[config.mk]
export PLATFORM = sky130hd
export DESIGN_NAME = met_ln_unit
export DESIGN_NICKNAME = d
export VERILOG_FILES = /design/src/hw/rtl/assert_macros.svh /design/src/hw/rtl/met_pkg.sv /design/src/hw/rtl/met_ln_unit.sv
export SDC_FILE = /design/constraint.sdc
export NUM_CORES = 2
export LEC_CHECK = 0
export BUFFER_PORTS_ARGS = -buffer_cell sky130_fd_sc_hd__buf_2
export CAP_MARGIN = 20
export CORE_UTILIZATION = 55
export CTS_BUF_LIST = sky130_fd_sc_hd__clkbuf_4 sky130_fd_sc_hd__clkbuf_8
export DETAILED_ROUTE_END_ITERATION = 8
export PLACE_DENSITY = 0.71
export SYNTH_ARGS = -nofsm -noshare
export SYNTH_HDL_FRONTEND = slang
export SYNTH_SLANG_ARGS = --single-unit
[constraint.sdc]
create_clock -name clk -period 16.46 [get_ports clk]
set_clock_uncertainty 0.2 [all_clocks]
set_input_delay 3.292 -clock clk [delete_from_list [all_inputs] [get_ports clk]]
set_output_delay 3.292 -clock clk [all_outputs]
set_load 0.01 [all_outputs]
[src/hw/rtl/assert_macros.svh]
// assertion helpers
`ifndef ASSERT_MACROS_SVH
`define ASSERT_MACROS_SVH

// same-cycle implication
`define MET_ASSERT_IMP(lbl, clk, rst_n, a, b, msg) \
    lbl: assert property (@(posedge clk) disable iff (!rst_n) (a) |-> (b)) else $error(msg);

// next-cycle implication
`define MET_ASSERT_NXT(lbl, clk, rst_n, a, b, msg) \
    lbl: assert property (@(posedge clk) disable iff (!rst_n) (a) |=> (b)) else $error(msg);

`endif

[src/hw/rtl/met_pkg.sv]
package met_pkg;

    localparam int COUNT_WIDTH_DEF  = 20;
    localparam int LOG_FRAC_DEF     = 16;
    localparam int NUM_BINS         = 256;
    localparam logic [7:0] WHITE_LEVEL = 8'd255;
    localparam logic [31:0] LN2_Q32 = 32'd2977044472;

    localparam logic ACTION_ACCUMULATE = 1'b0;
    localparam logic ACTION_BINARIZE   = 1'b1;
    localparam logic KIND_PIXEL        = 1'b0;
    localparam logic KIND_REPORT       = 1'b1;

    typedef enum logic [4:0] {
        S_INIT,
        S_IDLE,
        S_ACC_WR,
        S_LN_RD,
        S_LN_GO,
        S_LN_START,
        S_LN_WAIT,
        S_T_BEGIN,
        S_T_LO_ST,
        S_T_LO_W,
        S_T_HI_ST,
        S_T_HI_W,
        S_TM_RD,
        S_TM_CHK,
        S_TM_MUL,
        S_TM_DIV,
        S_TM_ACC,
        S_T_END,
        S_CLR
    } state_t;

    typedef enum logic [1:0] {
        LN_IDLE,
        LN_NORM,
        LN_SQR,
        LN_MUL
    } ln_state_t;

endpackage

[src/hw/rtl/met_ln_unit.sv]
module met_ln_unit #(
    parameter int SUM_WIDTH = 28,
    parameter int FRAC_BITS = 16,
    localparam int KW = (SUM_WIDTH > 32) ? $clog2(SUM_WIDTH) : 5,
    localparam int LW = KW + FRAC_BITS
) (
    input  logic                 clk,
    input  logic                 rst_n,
    input  logic                 start,
    input  logic [SUM_WIDTH-1:0] x,
    output logic                 done,
    output logic [LW-1:0]        ln
);
    import met_pkg::*;

    localparam int CNW = $clog2(FRAC_BITS + 1);

    ln_state_t state_reg, state_next;
    logic [63:0] m_reg, m_next;
    logic [KW-1:0] k_reg, k_next;
    logic [FRAC_BITS-1:0] frac_reg, frac_next;
    logic [CNW-1:0] cnt_reg, cnt_next;
    logic [LW-1:0] ln_reg, ln_next;
    logic done_reg, done_next;
    logic [63:0] sq;
    logic [LW+31:0] lmul;

    always_ff @(posedge clk or negedge rst_n)
    begin
        if (!rst_n)
        begin
            state_reg <= LN_IDLE;
            done_reg  <= 1'b0;
        end
        else
        begin
            state_reg <= state_next;
            done_reg  <= done_next;
        end
    end

    always_ff @(posedge clk)
    begin
        m_reg    <= m_next;
        k_reg    <= k_next;
        frac_reg <= frac_next;
        cnt_reg  <= cnt_next;
        ln_reg   <= ln_next;
    end

    always_comb
    begin
        sq   = m_reg[31:0] * m_reg[31:0];
        lmul = (LW + 32)'({k_reg, frac_reg}) * (LW + 32)'(LN2_Q32);
        state_next = state_reg;
        m_next     = m_reg;
        k_next     = k_reg;
        frac_next  = frac_reg;
        cnt_next   = cnt_reg;
        ln_next    = ln_reg;
        done_next  = 1'b0;
        case (state_reg)
            LN_IDLE:
            begin
                if (start)
                begin
                    if (x == '0)
                    begin
                        ln_next   = '0;
                        done_next = 1'b1;
                    end
                    else
                    begin
                        m_next     = 64'(x);
                        k_next     = KW'(31);
                        state_next = LN_NORM;
                    end
                end
            end
            LN_NORM:
            begin
                if (m_reg[63:32] != '0)
                begin
                    m_next = m_reg >> 1;
                    k_next = k_reg + KW'(1);
                end
                else if (!m_reg[31])
                begin
                    m_next = m_reg << 1;
                    k_next = k_reg - KW'(1);
                end
                else
                begin
                    cnt_next   = '0;
                    frac_next  = '0;
                    state_next = LN_SQR;
                end
            end
            LN_SQR:
            begin
                frac_next = {frac_reg[FRAC_BITS-2:0], sq[63]};
                if (sq[63])
                begin
                    m_next = {32'b0, sq[63:32]};
                end
                else
                begin
                    m_next = {32'b0, sq[62:31]};
                end
                cnt_next = cnt_reg + CNW'(1);
                if (cnt_reg == CNW'(FRAC_BITS - 1))
                begin
                    state_next = LN_MUL;
                end
            end
            LN_MUL:
            begin
                ln_next    = lmul[LW+31:32];
                done_next  = 1'b1;
                state_next = LN_IDLE;
            end
            default:
            begin
                state_next = LN_IDLE;
            end
        endcase
    end

    assign done = done_reg;
    assign ln   = ln_reg;

endmodule

After elaboration in Yosys (flattened, before gate mapping)
Cells that the tools add are included.

$mul: 2. $add $sub $neg: 3. Reduce and logical (&&, ||, !) cells: 13. Eq/ne operators: 11. Mux-type cells: 29.

Operators with widths (count): 64-bit two-way mux (4); 64-bit one-hot mux with 3 select lines (1); 32-bit by 32-bit multiplier with 64-bit output (1); 21-bit by 29-bit multiplier with 50-bit output (second input constant) (1); 21-bit two-way mux (2); 21-bit one-hot mux with 2 select lines (1); 16-bit two-way mux (2); 32-bit two-way mux (1); 16-bit one-hot mux with 2 select lines (1); 32-bit nonzero test (1); 5-bit two-way mux (6); 28-bit zero test (1); 5-bit one-hot mux with 2 select lines (2); 2-bit != test (second input constant) (6); 5-bit by 1-bit adder with 5-bit output (second input constant) (2); 2-bit two-way mux (5); 3-bit AND reduction (3); 2-bit one-hot mux with 4 select lines (1); 4-bit AND reduction (2); 2-bit nonzero test (3); 5-bit by 4-bit == test with 1-bit output (second input constant) (1); 5-bit AND reduction (1); 5-bit by 1-bit subtractor with 5-bit output (second input constant) (1); 2-bit == test (second input constant) (2); other kinds (6) (7).

Output and inout bits: 22. Flip-flop bits (word level): 114. Logic and storage cells: 66.

Longest topological paths before layout
Depth after elaboration: 4. Depth in mapped cells: 32. Mapped depth without buffers: 27.

Worst setup path after synthesis
Ideal clock, no wire load.

Path type: reg2reg. Start: reg m_reg[27]. End: reg m_reg[8] (data pin). Path buffers: 4. Arrival time: 7617 ps. Required time: 15986 ps. Cell stages (with the launch flop): 30. Setup slack: 8369 ps. Clock period less this slack: 8091 ps. Cells stage by stage: edfxtp_1 > clkbuf_1 > clkbuf_1 > nand2_1 > fa_1 > fa_1 > inv_1 > fa_1 > inv_1 > fa_1 > inv_1 > fa_1 > fa_1 > fa_1 > inv_1 > fa_1 > inv_1 > ha_1 > clkbuf_1 > nand2_1 > nor4_1 > nand2_1 > nor3_1 > o21ai_1 > and4b_1 > nor3_2 > buf_4 > mux2_2 > nand2_1 > a31oi_1.

Word-level cells in the longest chain between the ends: 3.

RTL lines: start, declared (RTL line met_ln_unit.sv:19) `logic [63:0] m_reg, m_next;`; start signal, assigned (RTL line met_ln_unit.sv:44) `m_reg <= m_next;`; 32-bit by 32-bit multiplier with 64-bit output (RTL line met_ln_unit.sv:53) `sq = m_reg[31:0] * m_reg[31:0];`; 32-bit two-way mux (RTL line met_ln_unit.sv:102) `if (sq[63])`; 64-bit one-hot mux with 3 select lines (RTL line met_ln_unit.sv:62) `case (state_reg)`; via m_next[8] (RTL line met_ln_unit.sv:19).

The timed path passes the listed nets, and every way through them passes these cells. A chain may end at the register's enable or synchronous reset.

Worst setup path after layout
Start: reg m_reg[24]. End: reg m_reg[17] (data pin).

Same word-level chain as after synthesis.

==> flow_metrics.py <==
metrics = {
    "logic_synthesis": {
        "syn_area_sq_um": 44160,
        "yosysSeqAreaShare_pct": 7.717,
        "yosysUniqueCellTypes": 81,
        "synthArstFlopShare_pct": 2.632,
        "yosysWarningCount": 0,
        "synth_seq_cells": 114,
        "synthCells": 4593,
        "synthFlopType": "edfxtp_1",
        "syn_avg_cell_area_sq_um": 9.615,
        "synth-edff-count": 111,
    },
    "critical_path": {
        "slowest_stage": "edfxtp_1",
        "cp_common_cell": "fa_1",
        "cp-startpoint": "m_reg[24]",
        "required_ns": 16.46,
        "critPathMaxFanout": 17,
        "rrSetupSlack_ns": 6.16,
        "critPathKind": "reg -> reg",
        "worst_r2r_startpoint": "m_reg[24]",
        "cp-end-kind": "flip-flop",
        "startpoint_type": "flip-flop",
        "r2r_end": "m_reg[17]",
        "worstPathArrival_ns": 10.30,
        "reg2reg_depth": 26,
        "endpoint": "m_reg[17]",
        "critPathMaxStageDelay_ns": 0.84,
    },
    "cells_and_area": {
        "layout-drive-gt1-share_pct": 3.923,
        "layout.nets": 6127,
        "area_delta_synth_final_pct": 3.946,
        "largest_reg_flops": 64,
    },
    "floorplan": {
        "io_pins": 53,
        "die_height_um": 285.4,
        "core_region_area_sq_um": 79260,
        "initial_core_util_pct": 55.72,
        "rows": 103,
        "dieArea_sq_um": 81440,
        "die_x_um": 285.4,
    },
    "global_routing": {
        "grt_pass1_vias": 33905,
        "grt_max_degree": 64,
        "use_met3_pct": 4.968,
        "antenna_found_initial": 7,
        "grt_usage_pct": 29.84,
        "grt_pass1_wl_mm": 186.3,
        "gr-usage-met2_pct": 48.45,
        "grt.busiest_layer": "met2",
        "met1_usage_pct": 40.79,
        "grt_overflow": 0,
    },
    "cts": {
        "holdBufCountCts": 0,
        "clk_latency_ns": 0.47,
        "clk_pin_slew_ns": 0.09,
        "cts_max_level": 4,
        "cts_resized": 0,
        "cts_tree": "built",
        "cts_root_buf": "clkbuf_8",
        "cts_buffers": 17,
        "cts.sinks": 114,
        "clockBufferDepth": 2,
        "post_cts_buffers": 0,
    },
    "route": {
        "post_drt_wl_per_cell_um": 20.58,
        "num_vias": 31209,
        "ant_nets": 0,
        "drtPass1Iterations": 6,
        "drc": 0,
        "drt_iter0_markers": 2365,
        "drt_wl_total_mm": 115.5,
        "vias_per_cell": 5.558,
    },
    "sta": {
        "setup_viol": 0,
        "slew_violations": 0,
        "max_freq_ghz": 0.09709,
        "min_period_ns": 10.30,
        "period_share_pct": 62.57,
        "tns_ns": 0,
        "rsz0062_at_grt": "no",
        "hold_viol": 0,
        "tightestPinTransition_ns": 1.145,
        "maxSlewHeadroom_pct": 23.67,
    },
    "flow_run": {
        "maxCapViolations": 0,
    },
    "status": {
        "run_status": "complete, no violations",
    },
    "place": {
        "io_buffers": 52,
        "hpwl_mm": 94.28,
        "place.gp.congestion": 1.049,
    },
    "hold_path": {
        "hold_path_class": "reg -> reg",
    },
}
-- synthesized netlist by cell type, drive strengths merged, types with 6 or more instances --
cell type	number	area, sq um
a221o	6	60.06
a21oi	97	493.0
xnor2	42	367.9
nand3b	15	112.6
buf	12	65.06
nand2b	10	62.56
o211ai	11	82.58
and3	45	282.8
inv	1301	4883
xor2	45	394.1
o21ai	93	465.5
and2	221	1383
o21bai	15	112.6
clkinv	9	33.78
fa	1001	20040
nor2b	11	68.82
o31ai	10	90.09
nand4	24	150.1
nand3	35	175.2
nor2	152	570.6
or2	8	50.05
a211oi	12	100.1
a22oi	6	45.04
clkbuf	152	570.6
or4	12	90.09
nor3	26	135.1
ha	544	6807
nand2	346	1299
a31oi	25	156.4
nor4	28	175.2
edfxtp	111	3333
o21a	14	105.1
mux2i	17	170.2
a21o	53	397.9
a31o	13	113.9
-- layout make-up --
class | count | area, sq um
multi-input cells | 3006 | 35230
fillers | 6865 | 33350
inverters | 1310 | 4917
flip-flops and latches | 114 | 3408
well taps | 1050 | 1314
repair buffers | 102 | 643.1
clock buffers | 19 | 249.0
clock inverters | 12 | 141.4
diodes | 2 | 5.005
-- critical path, delay by kind of cell (launching register included) --
| family | cells | cell delay, ns |
|---|---|---|
| compound gates | 7 | 2.07 |
| simple gates | 4 | 1.30 |
| buf+inv | 6 | 1.34 |
| fa+ha+maj | 9 | 4.26 |
| flops | 1 | 0.84 |
-- per-stage QoR --
step	cell area (sq um)	util, %	std cells	setup WS (ns)	hold WS [ns]
2_1_floorplan	44170	-	4594	8.369	0.3537
3_3_place_gp	45500	57.40	5581	6.654	0.3612
3_5_place_dp	45510	57.42	5582	6.517	0.3699
4_1_cts	45900	57.91	5613	6.461	0.3900
5_1_grt	45900	57.91	5613	5.735	0.4042
6_report	45910	57.92	5615	6.160	0.3869
-- per-layer routing --
layer / part of all wire, % / vias up / wire, um
met1: 41 / 15882 / 47560
met5: 0.023 / - / 27
met2: 47 / 1249 / 54300
met4: 3.8 / 4 / 4408
met3: 8.0 / 243 / 9251
li1: - / 13831 / -
-- cells by family (layout without fill, tap and decap cells) --
group,count (synthesis),count (layout),synth area share (%)
simple gates,944,944,10.53
xor+xnor,87,87,1.725
buf+inv,1474,1443,12.57
compound gates,406,406,6.148
fa+ha+maj,1545,1545,60.79
flops,114,114,7.717
mux,22,22,0.5128
other cells,1,4,0.008491
-- how the worst min path moves through the flow --
stage	slack (ns)	to	cells past startpoint	start
detailed placement	0.37	m_reg[55]	1	m_reg[56]
floorplan	0.35	state_reg[0]	1	state_reg[0]
CTS	0.39	m_reg[39]	1	m_reg[40]
finish	0.39	m_reg[56]	1	m_reg[57]
global route	0.40	m_reg[62]	1	m_reg[63]
global placement	0.36	m_reg[33]	1	m_reg[34]
-- cells in the final DEF, fill, tap and decap left out, types with 7 or more instances in the layout --
cell and count:
o21ai_1 10, nand4_1 24, nor2_1 151, a31o_2 12
inv_1 1301, edfxtp_1 111, and3_1 44, nor2b_1 11
o31ai_1 7, nand2b_1 10, clkbuf_8 17, a211oi_1 10
o21ai_0 81, o21a_1 14, or4_1 12, or2_2 7
nand3b_1 15, fa_1 1001, buf_2 52, a31oi_1 25
clkinv_1 12, a21oi_1 95, xor2_1 45, xnor2_1 42
ha_1 542, nand2_1 346, o211ai_1 11, nor3_1 25
a21o_1 52, o21bai_1 15, nor4_1 28, buf_4 49
nand3_1 35, and2_1 221, mux2i_1 17
Power is not shown: default switching activity piles up to over one toggle a cycle in this logic, so the estimate is an artifact.
